### config.mk
export PLATFORM = sky130hd
export DESIGN_NAME = fbdt_ram
export DESIGN_NICKNAME = d
export VERILOG_FILES = /design/src/fbdt_ram.sv
export SDC_FILE = /design/constraint.sdc
export NUM_CORES = 1
export LEC_CHECK = 0
export ABC_AREA = 1
export ABC_CLOCK_PERIOD_IN_PS = 1000
export BUFFER_PORTS_ARGS = -buffer_cell sky130_fd_sc_hd__buf_2
export CAP_MARGIN = 0
export CORE_AREA = 2 2 109 111
export CTS_CLUSTER_DIAMETER = 40
export CTS_CLUSTER_SIZE = 14
export DETAILED_ROUTE_END_ITERATION = 8
export DIE_AREA = 0 0 111 113
export GPL_TIMING_DRIVEN = 1
export PLACE_DENSITY = 0.71
export SLEW_MARGIN = 10
export SYNTH_ARGS = -nofsm -noshare
export SYNTH_HDL_FRONTEND = slang
export SYNTH_SLANG_ARGS = --single-unit
### constraint.sdc
create_clock -name clk -period 1 [get_ports clk]
set_input_delay 0.1 -clock clk [delete_from_list [all_inputs] [get_ports clk]]
set_output_delay 0.1 -clock clk [all_outputs]
set_load 0.005 [all_outputs]
### src/fbdt_ram.sv
// generic simple dual-port ram with registered read
`default_nettype none

module fbdt_ram #(
	parameter int WIDTH  = 8,
	parameter int DEPTH  = 16,
	parameter int ADDR_W = (DEPTH > 1) ? $clog2(DEPTH) : 1
) (
	input  wire logic              clk,
	input  wire logic              wr_en,
	input  wire logic [ADDR_W-1:0] wr_addr,
	input  wire logic [WIDTH-1:0]  wr_data,
	input  wire logic              rd_en,
	input  wire logic [ADDR_W-1:0] rd_addr,
	output logic      [WIDTH-1:0]  rd_data
);

	logic [WIDTH-1:0] mem_q [DEPTH];

	always_ff @(posedge clk) begin
		if (wr_en) begin
			mem_q[wr_addr] <= wr_data;
		end
		if (rd_en) begin
			rd_data <= mem_q[rd_addr];
		end
	end

endmodule

`default_nettype wire

# Yosys cells after proc, flatten, opt, wreduce, memory -nomap -nowiden
# Memory sizes are Yosys's and may differ from the RTL's. A register that Yosys moved wholly into a read port is not among the register bits.
# Index checks and enable logic that the tools add are counted.
# classes
muxes,2
# ops
cell,n
two-way mux 1 bit,2
# word_totals
regBits,0
mem_bits_rw,128
in_bits,19
output_inout_bits,8
word_cells,3
mem_count,1
# memory_table
name,words,word_bits,read_ports,rd_clocked_by_memory_dff,write_ports,line,text
mem_q,16,8,1,1,1,18,logic [WIDTH-1:0] mem_q [DEPTH];

# Longest topological paths before layout
# Gate-level depths: netlist of the first run.
# logic_depth
word_depth,2
ltp_mapped,8
depth_no_buf,7

# Least setup slack after synthesis of the first run
# No wires, ideal clock.
# synth_timing
path_type,input to register
from,input wr_addr[3]
to,memory mem_q[4][0] (enable)
t_arrival_ps,681
setup_slack_ps,-51
cell_stages,2
n_path_buf,0
path_cell_list,nand3b_1 > nor2_1
# synth_rtl
element,line,text
"start, declared",11,"input wire logic [ADDR_W-1:0] wr_addr,"
"end, declared",18,
# Straight into the memory's write port.

==> run summary, run 1 <==
Status: complete, but fails checks
Failing checks: setup timing
Total gr overflow: 0
Vias in the first global route: 4049
Starting Density: 51.87%
First-pass GRT wire length: 21.99 mm
Sequential share of the synthesized area: 69.85%
Max cap viols: 0
Utilization after layout: 64.34%
Antenna diode count: 0
Worst-path maximum fanout: 1
RSZ-0062 raised after global routing: true
TritonRoute pass-1 iters: 5
Setup tns final: -1003 ps
Peak VDD IR: 1.157 mV
Die H: 113 um
Worst-skew pair later-pin latency: 420 ps
Commonest non-fill, non-tap cells in the layout: 162 x nand2_1, 136 x edfxtp_1, 96 x inv_1, 63 x nand3_2, 34 x nand3_1
# setup viols final: 16
Post-route ant nets: 0
Rows: 39
Period utilization: 110.9%
Drt first-iter violations: 389
Placed cells: 728
Hpwl dp: 8.339 mm
Remaining routing DRC violations: 0
Critical Path Source Type: flip-flop
Max_slew headroom: 73.40%
CP Cell Sequence: nand2_1 -> nand2_1 -> nand2_1 -> nand3_1 -> nand3_2 -> nand2_2
Gp weighted congestion: 0.8701
Worst min path class: in -> reg
Fmax: 0.9021 GHz
Clock transition at the registers of the reported paths: 60 ps
Die area: 0.01254 sq mm
CTS tree: built
Synth Net Count: 570
Critical path's slowest cell: edfxtp_1
Most common cell after layout, fill and taps aside: nand2_1
Clk_skew: 6.646 ps
CP arrival: 1270 ps
Final hold vios: 0
Post-synth cell types: 11
Post-Route WL: 13.82 mm
Min cycle time layout: 1109 ps
Vias per cell: 5.217
Post CTS Setup Buffer Count: 0
Non-Filler Instances: 760
FF+latch count, synth: 136
Quantity of I/O buffers inserted on ports: 26
Crit Path Class: reg -> reg
Max stage delay on crit path: 380 ps
Most frequent CP cell: nand2_1
Avg Inst Size Synth: 10.61 sq um
Clock root buffer: clkbuf_16
Nets: 623
Clock sink count: 136
Antenna violations before repair: 0
Fraction of layout cells with a size suffix above 1: 27.23%
Ports: 27
Final worst-path setup slack: -108.5 ps
Crit. End Element: flip-flop
Die span in x: 111 um
Via count: 3965
Ys Warns: 0
Final Max Slew Viols: 0
Num CTS Buffers: 17
Htree depth: 4
Largest net degree at the start of global routing: 42
Pleak: 3.131 nW
Post-Syn Area: 0.005847 sq mm
Cells after Synth: 551
Drt wl/cell: 18.19 um
Power per Cell Area: 1912 mW/mm^2
All-Layer GR Usage: 23.53%
Max clock buf depth: 2
Worst path required time: 1170 ps
Worst-Margin Slew: 398.9 ps
Layout area overhead: 24.03%
Core area: 0.01127 sq mm
per-layer routing:
metal | wire [um] | track usage, % | vias to the layer above
li1 | - | - | 1890
met1 | 5402 | 30.89 | 1860
met2 | 6870 | 38.73 | 190
met3 | 1225 | 5.463 | 25
met4 | 325 | 8.917 | 0
met5 | 0 | 0 | -
kinds of logic after synthesis:
group,Yosys count,synth area share [%]
AND/OR/NAND/NOR,289,20.76
buffers and inverters,126,9.394
flip-flops,136,69.85
cell type report:
cell class              count  area [sq um]
flip-flops and latches    136          4084
fillers                   845          4020
multi-input cells         289          1564
repair buffers             58         432.9
clock buffers              18         429.2
inverters                 102         382.9
clock inverters            14         180.2
well taps                 143         178.9
what timing repair did:
| action | 4_1_cts | 5_1_grt |
|---|---|---|
| pin swaps | 33 | 16 |
| gates resized for setup | 46 | 32 |
| endpoints found under the setup margin | 16 | 16 |
| hold buffers | 0 | 0 |
power by group:
group / total [mW] / switching, mW / internal, mW
registers: 6.47 / 0.0412 / 6.42
logic: 0.954 / 0.644 / 0.310
clock network: 6.45 / 2.31 / 4.14
total: 13.9 / 2.99 / 10.9
cells in the mapped netlist (all sizes together):
library cell,instances,area share [%]
inv,102,6.5
nand3b,2,0.26
nand3,97,8.3
buf,24,2.8
nand2,173,11
edfxtp,136,70
nor2,17,1.1
worst max-delay path, delay by kind of cell (launching register included):
| family | cells | cell delay [ps] |
|---|---|---|
| and+or+nand+nor | 6 | 480 |
| DFF | 1 | 380 |
path summary, 6_finish.rpt:
check / start / end / slack (ps) / cells past startpoint
min reg2reg: mem_q[10][3] / rd_data[3] / 770 / 6
min: rd_en / rd_data[5] / 40 / 1
max reg2reg: mem_q[2][4] / rd_data[4] / -110 / 6
max: mem_q[2][4] / rd_data[4] / -110 / 6
metrics by stage:
stage	hold WS [ps]	setup WS, ps	instance area, sq um	power (mW)
2_1_floorplan	198.9	-50.84	5854	7.025
5_1_grt	38.66	-155.7	7252	14.28
3_5_place_dp	465.6	-325.2	6300	7.401
3_3_place_gp	462.1	-297.6	6300	7.374
6_report	42.16	-108.5	7252	13.87
4_1_cts	34.00	-92.11	7129	13.85
state kept, by name, indices dropped and copies added (netlist names):
| name | cells |
|---|---|
| mem_q | 128 |
| rd_data | 8 |
No activity file was read; power rests on OpenSTA's default activity.
==> inputs of run 2 (changes only) <==
--- a/config.mk
+++ b/config.mk
@@ -10,12 +10,14 @@
 export BUFFER_PORTS_ARGS = -buffer_cell sky130_fd_sc_hd__buf_2
 export CAP_MARGIN = 0
 export CORE_AREA = 2 2 109 111
+export CTS_BUF_LIST = sky130_fd_sc_hd__clkbuf_8
 export CTS_CLUSTER_DIAMETER = 40
 export CTS_CLUSTER_SIZE = 14
 export DETAILED_ROUTE_END_ITERATION = 8
 export DIE_AREA = 0 0 111 113
 export GPL_TIMING_DRIVEN = 1
 export PLACE_DENSITY = 0.71
+export REMOVE_ABC_BUFFERS = 1
 export SLEW_MARGIN = 10
 export SYNTH_ARGS = -nofsm -noshare
 export SYNTH_HDL_FRONTEND = slang
==> run 2 against run 1 <==
Effect of this change:
- the run still ends with setup timing left
- total power down 16%
- non-clock buffer count is 2 lower
- critical endpoint is now rd_data[7]
- die area stayed put
- critical path depth is 5 lower
- final cell count is 0.26% lower
- highest routed layer unchanged
==> run summary, run 2 (synthesis gave the netlist of run 1 again) <==
Cell area after layout: 0.006852 sq mm
Post-route ant nets: 0
Setup slack on the worst flop-to-flop path: -80 ps
Worst-path maximum fanout: 1
Remaining routing DRC violations: 0
Clock sink count: 136
CTS tree: built
CP Cell Sequence: buf_2
First-pass GRT wire length: 18.96 mm
Worst path required time: 900 ps
WP buf/inv: 1
Critical Path Source Type: flip-flop
Largest net degree at the start of global routing: 53
TritonRoute pass-1 iters: 4
Worst reg2reg path depth: 6
Placed Area: 0.006290 sq mm
Final hold vios: 0
WHS Path Cells: 1
Delay-heaviest family, CP: flip-flops
Worst min path class: in -> reg
Hpwl dp: 7.748 mm
Quantity of I/O buffers inserted on ports: 26
RSZ-0062 raised after global routing: true
Max_slew headroom: 74.03%
Die span in x: 111 um
Total gr overflow: 0
Origin of the critical flop-to-flop path: mem_q[15][4]
Power per Cell Area: 1697 mW/mm^2
Min cycle time layout: 1106 ps
Worst-Margin Slew: 389.2 ps
All-Layer GR Usage: 20.07%
Hold Worst Slack: 36.78 ps
Die H: 113 um
Crit Path Class: reg -> out
Gp weighted congestion: 0.8039
Die area: 0.01254 sq mm
Htree depth: 4
Peak VDD IR: 0.8163 mV
Vias in the first global route: 3781
Critical path's slowest cell: edfxtp_1
Placed cells: 726
Worst-skew pair later-pin latency: 440 ps
Nets: 621
Max clock buf depth: 2
Pleak: 2.965 nW
Starting Density: 51.87%
Via count: 3864
Max cap viols: 0
Clock root buffer: clkbuf_8
Num CTS Buffers: 17
Biggest regs: mem_q x128, rd_data x8
Worst hold endpoint: mem_q[15][0]
Commonest non-fill, non-tap cells in the layout: 169 x nand2_1, 136 x edfxtp_1, 99 x inv_1, 64 x nand3_1, 33 x nand3_2
Final worst-path setup slack: -106.2 ps
Clock transition at the registers of the reported paths: 80 ps
Largest register by flop count: mem_q
R2r endpoint: rd_data[4]
# setup viols final: 16
Fmax: 0.9040 GHz
Rows: 39
Crit. End Element: primary output
Pwr Total: 11.63 mW
Setup WS pre-CTS: -339.6 ps
Fill cells: 890
Ports: 27
Antenna diode count: 0
Period utilization: 110.6%
Core area: 0.01127 sq mm
Hold-fix buffers, CTS: 0
Non-Filler Instances: 758
Final Max Slew Viols: 0
Status: complete, but fails checks
Failing checks: setup timing
CP arrival: 1010 ps
Max stage delay on crit path: 420 ps
Layout area overhead: 17.18%
Clk_skew: 8.852 ps
Drt wl/cell: 16.12 um
Drt first-iter violations: 326
Max FFs per register: 128
Fraction of layout cells with a size suffix above 1: 20.65%
Antenna violations before repair: 0
Post-Route WL: 12.22 mm
Min-Delay Startpoint: wr_data[0]
Vias per cell: 5.098
Most common cell after layout, fill and taps aside: nand2_1
run 2: changes by cell type in the layout (fill, tap and decap cells not counted), moves of 7 or more:
cell / change
nand2_2: -7
clkbuf_16: -17
nand3_1: +30
nand3_2: -30
clkbuf_8: +17
nand2_1: +7
run 2: report_power, final:
| group | total [mW] | switching (mW) | internal, mW |
|---|---|---|---|
| combinational | 0.856 | 0.560 | 0.296 |
| clock | 4.33 | 2.12 | 2.21 |
| sequential | 6.45 | 0.0335 | 6.41 |
run 2: through the flow:
| stage | TNS [ps] | utilization [%] |
|---|---|---|
| 2_1_floorplan | -5593 | - |
| 5_1_grt | -1678 | 60.78 |
| 3_5_place_dp | -7312 | 55.80 |
| 3_3_place_gp | -4867 | 55.80 |
| 6_report | -793.5 | 60.78 |
| 4_1_cts | -1053 | 59.78 |
run 2: cell type report:
cell class	instances	area (sq um)	area share (%)
multi-input combinational	289	1389	20.27
clock inverter	15	152.6	2.228
sequential	136	4084	59.61
timing repair buffer	56	430.4	6.282
clock buffer	17	234.0	3.415
inverter	102	382.9	5.588
tap	143	178.9	2.611
run 2: how the worst max path moves through the flow:
stage	startpoint	end	slack, ps	cells after the start
final	rd_data[7]	rd_data[7]	-110	1
after global routing	mem_q[3][6]	rd_data[6]	-140	6
after CTS	rd_data[7]	rd_data[7]	-140	1
after detailed placement	rd_addr[0]	rd_data[6]	-340	7
after global placement	rd_addr[0]	rd_data[4]	-300	7
after floorplan	rd_addr[0]	rd_data[2]	-220	6
run 2: metal layers:
| metal | GRT usage (%) | share of wire [%] | vias to the layer above |
|---|---|---|---|
| met5 | 0 | 0 | - |
| met4 | 9.083 | 1.9 | 0 |
| met3 | 4.446 | 5.9 | 19 |
| met2 | 34.15 | 52 | 123 |
| met1 | 24.83 | 40 | 1837 |
| li1 | - | - | 1885 |
run 2: timing repair:
item | CTS | global route
pin swaps | 29 | 25
resized for setup | 15 | 23
setup endpoints to repair | 16 | 16
buffers inserted | 0 | 0
