### config.mk
export PLATFORM = sky130hd
export DESIGN_NAME = fbdt_area
export DESIGN_NICKNAME = d
export VERILOG_FILES = /design/src/fbdt_pkg.sv /design/src/fbdt_area.sv
export SDC_FILE = /design/constraint.sdc
export NUM_CORES = 1
export LEC_CHECK = 0
export ABC_AREA = 1
export BUFFER_PORTS_ARGS = -buffer_cell sky130_fd_sc_hd__buf_2
export CORE_AREA = 3 3 102 104
export CTS_BUF_LIST = sky130_fd_sc_hd__clkbuf_4 sky130_fd_sc_hd__clkbuf_8
export DETAILED_ROUTE_END_ITERATION = 7
export DIE_AREA = 0 0 105 107
export PLACE_DENSITY = 0.83
export SLEW_MARGIN = 20
export SYNTH_ARGS = -nofsm -noshare
export SYNTH_HDL_FRONTEND = slang
export SYNTH_SLANG_ARGS = --single-unit
export TNS_END_PERCENT = 50
### constraint.sdc
create_clock -name clk -period 5.43 [get_ports clk]
set_clock_uncertainty 0.1 [all_clocks]
set_input_delay 0.543 -clock clk [delete_from_list [all_inputs] [get_ports clk]]
set_output_delay 0.543 -clock clk [all_outputs]
set_load 0.005 [all_outputs]
### src/fbdt_pkg.sv
// shared types, constants and action codes of the framebuffer dirty tracker
`default_nettype none

package fbdt_pkg;

	localparam int FRAME_WIDTH_DEF  = 400;
	localparam int FRAME_HEIGHT_DEF = 300;
	localparam int LINE_BYTES_DEF   = 50;

	localparam logic [2:0] ACT_WRITE = 3'd0;
	localparam logic [2:0] ACT_TAKE  = 3'd1;
	localparam logic [2:0] ACT_FULL  = 3'd2;
	localparam logic [2:0] ACT_MARK  = 3'd3;
	localparam logic [2:0] ACT_READ  = 3'd4;

	localparam logic [7:0] PIXEL_MSB = 8'h80;

	typedef struct packed {
		logic [2:0] action;
		logic [8:0] pixel_x;
		logic [8:0] pixel_y;
		logic       ink_black;
	} fbdt_cmd_t;

	typedef struct packed {
		logic       accepted;
		logic [7:0] read_byte;
		logic [8:0] area_x;
		logic [8:0] area_y;
		logic [8:0] area_width;
		logic [8:0] area_height;
		logic       baseline_ok;
	} fbdt_res_t;

	typedef struct packed {
		logic [8:0] left;
		logic [8:0] top;
		logic [8:0] wide;
		logic [8:0] tall;
	} fbdt_rect_t;

	typedef struct packed {
		logic       commit;
		logic [2:0] action;
		logic [8:0] pixel_x;
		logic [8:0] pixel_y;
		logic       in_frame;
	} fbdt_step_t;

endpackage

`default_nettype wire

### src/fbdt_area.sv
// dirty rectangle and baseline flag registers with merge logic
`default_nettype none

module fbdt_area #(
	parameter int FRAME_WIDTH  = fbdt_pkg::FRAME_WIDTH_DEF,
	parameter int FRAME_HEIGHT = fbdt_pkg::FRAME_HEIGHT_DEF
) (
	input  wire logic                 clk,
	input  wire logic                 arst_n,
	input  wire fbdt_pkg::fbdt_step_t step,
	output fbdt_pkg::fbdt_rect_t      report,
	output logic                      baseline_ok
);

	import fbdt_pkg::*;

	fbdt_rect_t rect_q;
	logic       base_q;
	fbdt_rect_t full_rect;
	fbdt_rect_t merged;
	fbdt_rect_t point_rect;
	fbdt_rect_t rect_next;
	logic       base_next;
	logic [9:0] right_old;
	logic [9:0] bottom_old;
	logic [9:0] right_pt;
	logic [9:0] bottom_pt;
	logic [9:0] right_new;
	logic [9:0] bottom_new;
	logic [8:0] left_new;
	logic [8:0] top_new;

	assign full_rect = '{left: '0, top: '0, wide: 9'(FRAME_WIDTH), tall: 9'(FRAME_HEIGHT)};

	always_comb begin
		right_old  = 10'(rect_q.left) + 10'(rect_q.wide);
		bottom_old = 10'(rect_q.top) + 10'(rect_q.tall);
		right_pt   = 10'(step.pixel_x) + 10'd1;
		bottom_pt  = 10'(step.pixel_y) + 10'd1;
		right_new  = (right_pt > right_old) ? right_pt : right_old;
		bottom_new = (bottom_pt > bottom_old) ? bottom_pt : bottom_old;
		left_new   = (step.pixel_x < rect_q.left) ? step.pixel_x : rect_q.left;
		top_new    = (step.pixel_y < rect_q.top) ? step.pixel_y : rect_q.top;
		point_rect = '{left: step.pixel_x, top: step.pixel_y, wide: 9'd1, tall: 9'd1};

		if (rect_q.wide == '0 || rect_q.tall == '0) begin
			merged = point_rect;
		end else begin
			merged.left = left_new;
			merged.top  = top_new;
			merged.wide = 9'(right_new - 10'(left_new));
			merged.tall = 9'(bottom_new - 10'(top_new));
		end
		// without a valid baseline the whole panel has to go out
		if (!base_q) begin
			merged = full_rect;
		end
	end

	always_comb begin
		rect_next = rect_q;
		base_next = base_q;
		unique case (step.action)
			ACT_WRITE: begin
				if (step.in_frame) begin
					rect_next = merged;
				end
			end
			ACT_TAKE: begin
				rect_next = '0;
			end
			ACT_FULL: begin
				rect_next = full_rect;
				base_next = 1'b0;
			end
			ACT_MARK: begin
				base_next = 1'b1;
			end
			default: begin
				rect_next = rect_q;
			end
		endcase
	end

	// take reports the rectangle as it stood before the clear
	assign report      = (step.action == ACT_TAKE) ? rect_q : rect_next;
	assign baseline_ok = base_next;

	always_ff @(posedge clk or negedge arst_n) begin
		if (!arst_n) begin
			rect_q <= '0;
			base_q <= 1'b0;
		end else if (step.commit) begin
			rect_q <= rect_next;
			base_q <= base_next;
		end
	end

endmodule

`default_nettype wire

; ---- Yosys cells after proc, flatten, opt, wreduce, memory -nomap -nowiden
; Cells that the tools add are included.
; Widths: inputs -> output; s select.
[op_classes]
add_sub_neg = 6
magnitude_cmp = 4
n_eq_ne = 3
n_mux = 10
reduce_logical = 4
[op_table]
columns = operator, n
row1 = $mux 36, 4
row2 = $pmux 36 s3, 1
row3 = $mux 9, 4
row4 = $add 9x1->10 const B, 2
row5 = $add 9x9->10, 2
row6 = $gt 10x10->1, 2
row7 = $logic_not 9->1, 2
row8 = $lt 9x9->1, 2
row9 = $sub 9x9->9, 2
row10 = $eq 3x2->1 const B, 2
row11 = $eq 3x1->1 const B, 1
row12 = $logic_not 3->1, 1
row13 = $pmux 1 s2, 1
row14 = $logic_or 1x1->1, 1
[totals]
register_bits = 37
input_bits = 25
out_inout_bits = 37
wordCells = 32

; ---- Logic depth before layout (Yosys ltp)
; Gate-level depths: netlist of run 1.
[logic_depth]
word_depth = 9
ltp_mapped = 34

; ---- Worst setup path after synthesis of run 1
; No wires, ideal clock.
[synth_path]
kind = register -> output
start = register rect_q[2] (netlist name)
end = output port report[6] (netlist name)
t_arrival_ps = 4257
required_ps = 4787
setup_slack_ps = 530
stages_incl_launch_ff = 32
n_path_buf = 0
cell_sequence = dfrtp_1 ha_1 nand2_1 nand2_1 nand3_1 and3_1 o21ai_0 a21o_1 nand2_1 nand2_1 a21oi_1 ha_1 nand2_1 nor2_1 nand4_1 nand2_1 clkinv_1 nand2_1 o21ai_0 ha_1 fa_1 nor2_1 o21ai_0 nand2_1 nand2_1 nand2_1 a21oi_1 or2_2 nand3_1 o21ai_0 nor2_1 a21oi_1
[synth_lines]
columns = element, line
row1 = start: declaration, fbdt_area.sv:17  ; fbdt_rect_t rect_q;
row2 = start signal: assignment, fbdt_area.sv:94  ; rect_q <= rect_next;
row3 = end: declaration, fbdt_area.sv:11  ; output fbdt_pkg::fbdt_rect_t report,

==> results of run 1 <==
## worst max path at each step
stage	slack, ns	to	startpoint
after CTS	0.006	report[6]	rect_q[3]
after floorplan	0.53	report[6]	rect_q[2]
after global routing	-0.18	report[13]	rect_q[9]
after detailed placement	0.007	report[13]	rect_q[11]
final	0.02	report[13]	rect_q[9]
after global placement	0.004	report[13]	rect_q[11]
## metal layers
metal | part of all wire (%) | vias to the layer above
met2 | 43 | 407
met3 | 13 | 43
met5 | 0 | -
met1 | 43 | 3000
met4 | 1.8 | 0
li1 | - | 3191
## sequential cells by signal (all words and copies together) (netlist names)
name and count:
rect_q 36, base_q 1
## placed cells by master, fill, tap and decap left out, types with 6 or more instances in the layout
cell type  count
nand2_1      248
ha_4           8
a21oi_2       11
dfrtp_1       32
xor2_1        19
inv_2         10
buf_2         60
nor2_1        54
nand3_2        9
nand3_1       39
o21ai_0       52
o21ai_1       19
a21o_1         6
ha_1          59
inv_1        123
nand4_1       11
nand2_2       14
a31o_2         8
o211ai_1       8
a21oi_1       54
buf_4         37
a31oi_1       13
o21ai_2       17
## metrics by stage
| stage | total power [mW] | cells | utilization [%] |
|---|---|---|---|
| 2_1_floorplan | 1.082 | 915 | - |
| 3_3_place_gp | 1.351 | 1096 | 63.82 |
| 3_5_place_dp | 1.363 | 1096 | 63.82 |
| 4_1_cts | 1.663 | 1111 | 66.54 |
| 5_1_grt | 2.103 | 1131 | 71.14 |
| 6_report | 1.968 | 1131 | 71.14 |
## kinds of logic (layout without fill, tap and decap cells)
| logic type | count (synthesis) | after routing | share of synthesized area (%) |
|---|---|---|---|
| buffers and inverters | 160 | 243 | 11.30 |
| adders and majority gates | 76 | 76 | 17.10 |
| AOI/OAI and AO/OA | 209 | 209 | 21.62 |
| DFF | 37 | 37 | 16.14 |
| xor gates and xnor gates | 25 | 25 | 3.818 |
| and+or+nand+nor | 408 | 408 | 30.02 |
## layout make-up
class	instances	area [um^2]
Clock inverter	2	38.79
Multi-Input combinational cell	718	4528
Tap cell	133	166.4
Clock buffer	6	76.32
Sequential cell	37	932.1
Fill cell	818	2781
Inverter	136	515.5
Timing Repair Buffer	99	600.6
## repair_timing
item                                    4_1_cts  5_1_grt
hold buffers                                  0        0
endpoints found under the setup margin        9       12
buffers inserted                              7       20
pin swaps                                     3       40
gates resized for setup                      21       86
## report_power, final
group / switching, mW / total, mW / internal (mW)
clock network: 0.119 / 0.262 / 0.143
registers: 0.0375 / 0.337 / 0.299
logic: 0.822 / 1.37 / 0.547
total: 0.978 / 1.97 / 0.990
## critical path, delay by kind of cell, from the launching register on
| family | cells | cell delay, ns |
|---|---|---|
| compound gates | 4 | 0.59 |
| buf+inv | 5 | 0.44 |
| fa+ha+maj | 5 | 1.49 |
| simple gates | 14 | 1.51 |
| flops | 1 | 0.45 |
==> flow_summary.toml, run 1 <==
[outcome]
status = "completed"

[logic_synthesis]
syn_area_mm2 = 0.005736
yosysWarnings = 0
synthTopCellsByCount = "nand2_1, inv_1, ha_1"
netlist.area_leader.share_pct = 17.08
synth_edf_count = 0
synth_nets = 1016
syn_inst = 915
ys_types = 47
synth_seq_area_share_pct = 16.14
synth_seq_cells = 37
synthFlopType = "dfrtp_1"
yosys.area.top_type = "nand2_1"
avgSynthCellArea_um2 = 6.268
synthArstFlopShare_pct = 100.0
synth_area_leaders = "nand2_1, dfrtp_1, ha_1"
synthMostInstantiatedCell = "nand2_1"

[sta]
slew_viol_final = 0
slew_headroom_pct = 28.94
setup_viol = 0
finalHoldViolCount = 0
rsz0062_at_grt = "true"
holdWs_ns = 0.2661
timing.final.crit_share_pct = 99.67
finalCriticalPeriod_ns = 5.412
setup_tns_ns = 0
worst_slew_pin_slew_ns = 1.066
final.setup.worst_slack_ns = 0.01794
fmaxAchievable_mhz = 184.8

[floorplan]
die_y_um = 107
fp.coreArea_mm2 = 0.009639
initial_utilization_pct = 59.50
io_pins = 62
die_area_mm2 = 0.01124
rows = 36
die_w_um = 105

[setup_path]
r2r-start = "rect_q[9]"
timing.rr.end = "rect_q[17]"
path_common_cell = "nand2_2"
r2r_cells = 31
worst-path-max-fanout = 7
worst_setup_path_end_kind = "output port"
required_ns = 4.79
cp_slowest_stage_delay_ns = 0.45
critPathSlowestCell = "dfrtp_2"
cp.arrival_ns = 4.77
path_class = "flip-flop to output port"
cp-start-kind = "flip-flop"
r2r_slack_ns = 0.73

[detailed_routing]
drtIter0Drc = 675
drt-total-wl_mm = 18.80
postRouteAntennaNets = 0
drt-wirelength-per-cell_um = 16.62
via_per_inst = 5.872
drc = 0
dr.pass1.iters = 6
num_vias = 6641

[run]
drv_cap = 0

[placed_design]
placed_area_mm2 = 0.006152
dpl.hpwl_mm = 13.07
gp_congestion = 0.9387
io_buffers = 61
pre_cts_ws_ns = 0.006565

[grt]
grt_max_degree = 61
grt_pass1_wl_mm = 27.51
met3_usage_pct = 5.479
busiest_layer = "met2"
grtUsageMet1_pct = 45.53
antenna_found_initial = 0
overflow = 0
use_met2_pct = 46.01
grt_use_total_pct = 30.33
grt_pass1_vias = 5511

[layout]
nets = 1098
n_antenna_cell = 0
drive_gt1_share_pct = 23.35
fin_area_mm2 = 0.006858
area_delta_synth_final_pct = 19.57

[clock_network]
cts_root_buf = "clkbuf_8"
numCtsBuffers = 5
clock_latency_ns = 0.30
cts_tree = "done"
cts_buffer_depth = 2
clkSinkCount = 37
path_clk_slew_ns = 0.09
htreeDepth = 2

[pwr]
p_leak_nw = 3.601
power.density_mw_per_mm2 = 287.0
ir_drop_mv = 0.1749

[min_path]
hp-class = "primary input to asynchronous set/reset pin"
Note: power is estimated with default switching activity, not from simulation.
==> run 2: changes to the inputs <==
- ABC_AREA: 1 -> 0
- CORE_AREA: 3 3 102 104 -> 3 3 96 98
- DIE_AREA: 0 0 105 107 -> 0 0 99 101
- PLACE_DENSITY: 0.83 -> 0.84
==> flow_summary.toml, run 2 <==
[grt]
grt_use_total_pct = 32.81
grt_max_degree = 38
antenna_found_initial = 0
grt_pass1_vias = 5447
grt_pass1_wl_mm = 26.57
overflow = 0

[placed_design]
dp.cells = 817
placed_area_mm2 = 0.005802
io_buffers = 61
gp_congestion = 0.9313
dpl.hpwl_mm = 12.27

[layout]
drive_gt1_share_pct = 31.50
finalNonFillerCells = 854
fillCellCount = 563
multi_input_area_mm2 = 0.004268
mostFrequentLayoutCell = "buf_4"
area_delta_synth_final_pct = 29.05
top_register = "rect_q"
fin_area_mm2 = 0.006502
regArea_um2 = 925.9
n_antenna_cell = 0
final_cell_mix = "buf_4, ha_1, buf_2"
nets = 846
largest_register_ff_count = 36
top_regs = "rect_q x36, base_q x1"

[detailed_routing]
dr.pass1.iters = 6
wirelength_met1_mm = 7.358
num_vias = 5928
drt-total-wl_mm = 18.80
drtIter0Drc = 766
postRouteAntennaNets = 0
met2_length_mm = 8.533
drc = 0
drt-wirelength-per-cell_um = 22.01
met3_length_mm = 1.943
via_per_inst = 6.941
highest_layer = "met4"

[clock_network]
clock_latency_ns = 0.31
cts_hold_buf = 0
cts_tree = "done"
numCtsBuffers = 5
path_clk_slew_ns = 0.08
htreeDepth = 2
cts_root_buf = "clkbuf_8"
cts_buffer_depth = 2
clkSinkCount = 37

[sta]
finalCriticalPeriod_ns = 6.052
finalHoldViolCount = 0
fmaxAchievable_mhz = 165.2
timing.final.crit_share_pct = 111.5
slew_headroom_pct = 36.40
final.setup.worst_slack_ns = -0.6225
rsz0062_at_grt = "true"
slew_viol_final = 0
setup_viol = 12
worst_slew_pin_slew_ns = 0.9540

[logic_synthesis]
yosysWarnings = 0
synthFlopType = "dfrtp_1"
yosys.area.top_type = "dfrtp_1"
syn_inst = 616
synth_seq_cells = 37
avgSynthCellArea_um2 = 8.180
synthArstFlopShare_pct = 100.0
synth_edf_count = 0
synthMostInstantiatedCell = "ha_1"
netlist.area_leader.share_pct = 18.38
synthTopCellsByCount = "ha_1, nor2_1, a21oi_1"
synth_nets = 717
synth_seq_area_share_pct = 18.38
ys_types = 68
synth_area_leaders = "dfrtp_1, ha_1, a22o_1"
syn_area_mm2 = 0.005039

[setup_path]
worst-path-max-fanout = 4
required_ns = 4.79
crit_family = "compound AO/OA/AOI/OAI gates"
cp.arrival_ns = 5.41
path_common_cell = "a21oi_2"
critPathBufInv = 3
crit_chain = "ha_1 -> a21o_1 -> a21oi_2 -> nor2b_1 -> o21a_1 -> nor2_1 -> xor2_1 -> ha_1 -> a21oi_1 -> a21oi_1 -> o41a_1 -> nor2_2 -> a21oi_4 -> buf_6 -> fa_2 -> nor2b_4 -> o21ai_2 -> a21oi_2 -> o22ai_2 -> xnor2_1 -> xnor2_1 -> buf_4 -> a21oi_2 -> buf_2"
cp-start-kind = "flip-flop"
path_class = "flip-flop to output port"
worst_setup_path_end_kind = "output port"
cp_slowest_stage_delay_ns = 0.43
critPathSlowestCell = "dfrtp_1"

[pwr]
ir_drop_mv = 0.3170
internal-power_mw = 1.347
power_frac_comb_pct = 77.0
seqPwrFrac_pct = 13.8
p_leak_nw = 3.017
clkPwrFrac_pct = 9.2
switching_share_pct = 48.06
power.density_mw_per_mm2 = 398.9
p_switching_mw = 1.247

[floorplan]
fp.coreArea_mm2 = 0.008551
initial_utilization_pct = 58.93
die_w_um = 99
die_area_mm2 = 0.009999
io_pins = 62
die_y_um = 101
rows = 34

[outcome]
violations = "negative setup slack"
status = "complete, but fails checks"

[run]
drv_cap = 0

[min_path]
hp-class = "primary input to asynchronous set/reset pin"
[run 2: cell count changes in the layout (fill, tap and decap cells not counted), moves of 11 or more]
cell     before  now
inv_1       123   34
o21ai_0      52   26
buf_4        37   75
xnor2_1       4   15
nand3_1      39   15
nand2_2      14    0
nand2_1     248   36
a32o_1        0   11
o21ai_1      19    4
a22o_1        0   45
a21oi_1      54   42
[run 2: per-layer routing]
layer  track usage, %  up-vias
met2            52.17      462
met1            43.75     2786
met4            14.39        0
met5                0        -
met3            5.675      124
li1                 -     2556
[run 2: worst paths after layout]
path | slack, ns | end | depth (start not counted) | from
max in group asynchronous | 4.36 | rect_q[18] | 1 | arst_n
hold reg to reg | 0.48 | rect_q[25] | 1 | rect_q[25]
hold / removal | 0.28 | rect_q[29] | 1 | arst_n
min in group clk | 0.47 | rect_q[32] | 2 | step[15]
setup / recovery | -0.62 | report[8] | 24 | rect_q[1]
setup reg to reg | 0.14 | rect_q[5] | 23 | rect_q[1]
[run 2: power groups by stage]
stage | Clock [mW] | Combinational [mW] | Sequential (mW)
5_1_grt | 0.247 | 2.11 | 0.359
6_report | 0.239 | 2.00 | 0.358
4_1_cts | 0.236 | 1.59 | 0.352
2_1_floorplan | 0 | 0.935 | 0.350
3_5_place_dp | 0 | 1.38 | 0.358
3_3_place_gp | 0 | 1.33 | 0.356
[run 2: logic make-up after synthesis]
family | after synthesis | synth area share (%)
flip-flops | 37 | 18.38
XOR/XNOR | 39 | 6.779
adder cells (fa/ha/maj) | 76 | 19.47
buffers and inverters | 55 | 4.321
AO/OA/AOI/OAI | 216 | 30.64
multiplexers | 9 | 1.887
AND/OR/NAND/NOR | 184 | 18.53
[run 2: stage by stage]
step                      setup WS (ns)  TNS [ns]  hold slack (ns)  power [mW]  util (%)
after floorplan                0.003330         0           0.1474       1.285         -
after global routing            -0.7207    -6.458           0.3291       2.718     76.05
after CTS                       -0.2921    -1.426           0.3114       2.178     72.37
final                           -0.6225    -4.165           0.2757       2.594     76.05
after global placement          -0.2602   -0.9200           0.4405       1.687     67.85
after detailed placement        -0.4165    -2.167           0.4569       1.742     67.85
[run 2: layout make-up]
class	count	area share, %
clock buffer	7	1.482
clock inverter	1	0.1347
sequential	37	14.24
tap	108	2.078
multi-input combinational	524	65.63
timing repair buffer	141	14.35
inverter	36	2.078
[run 2: timing repair]
item	in CTS	in global routing
cloned	0	0
resized for setup	44	39
pin swaps	49	45
setup buffers	16	13
setup endpoints to repair	13	16
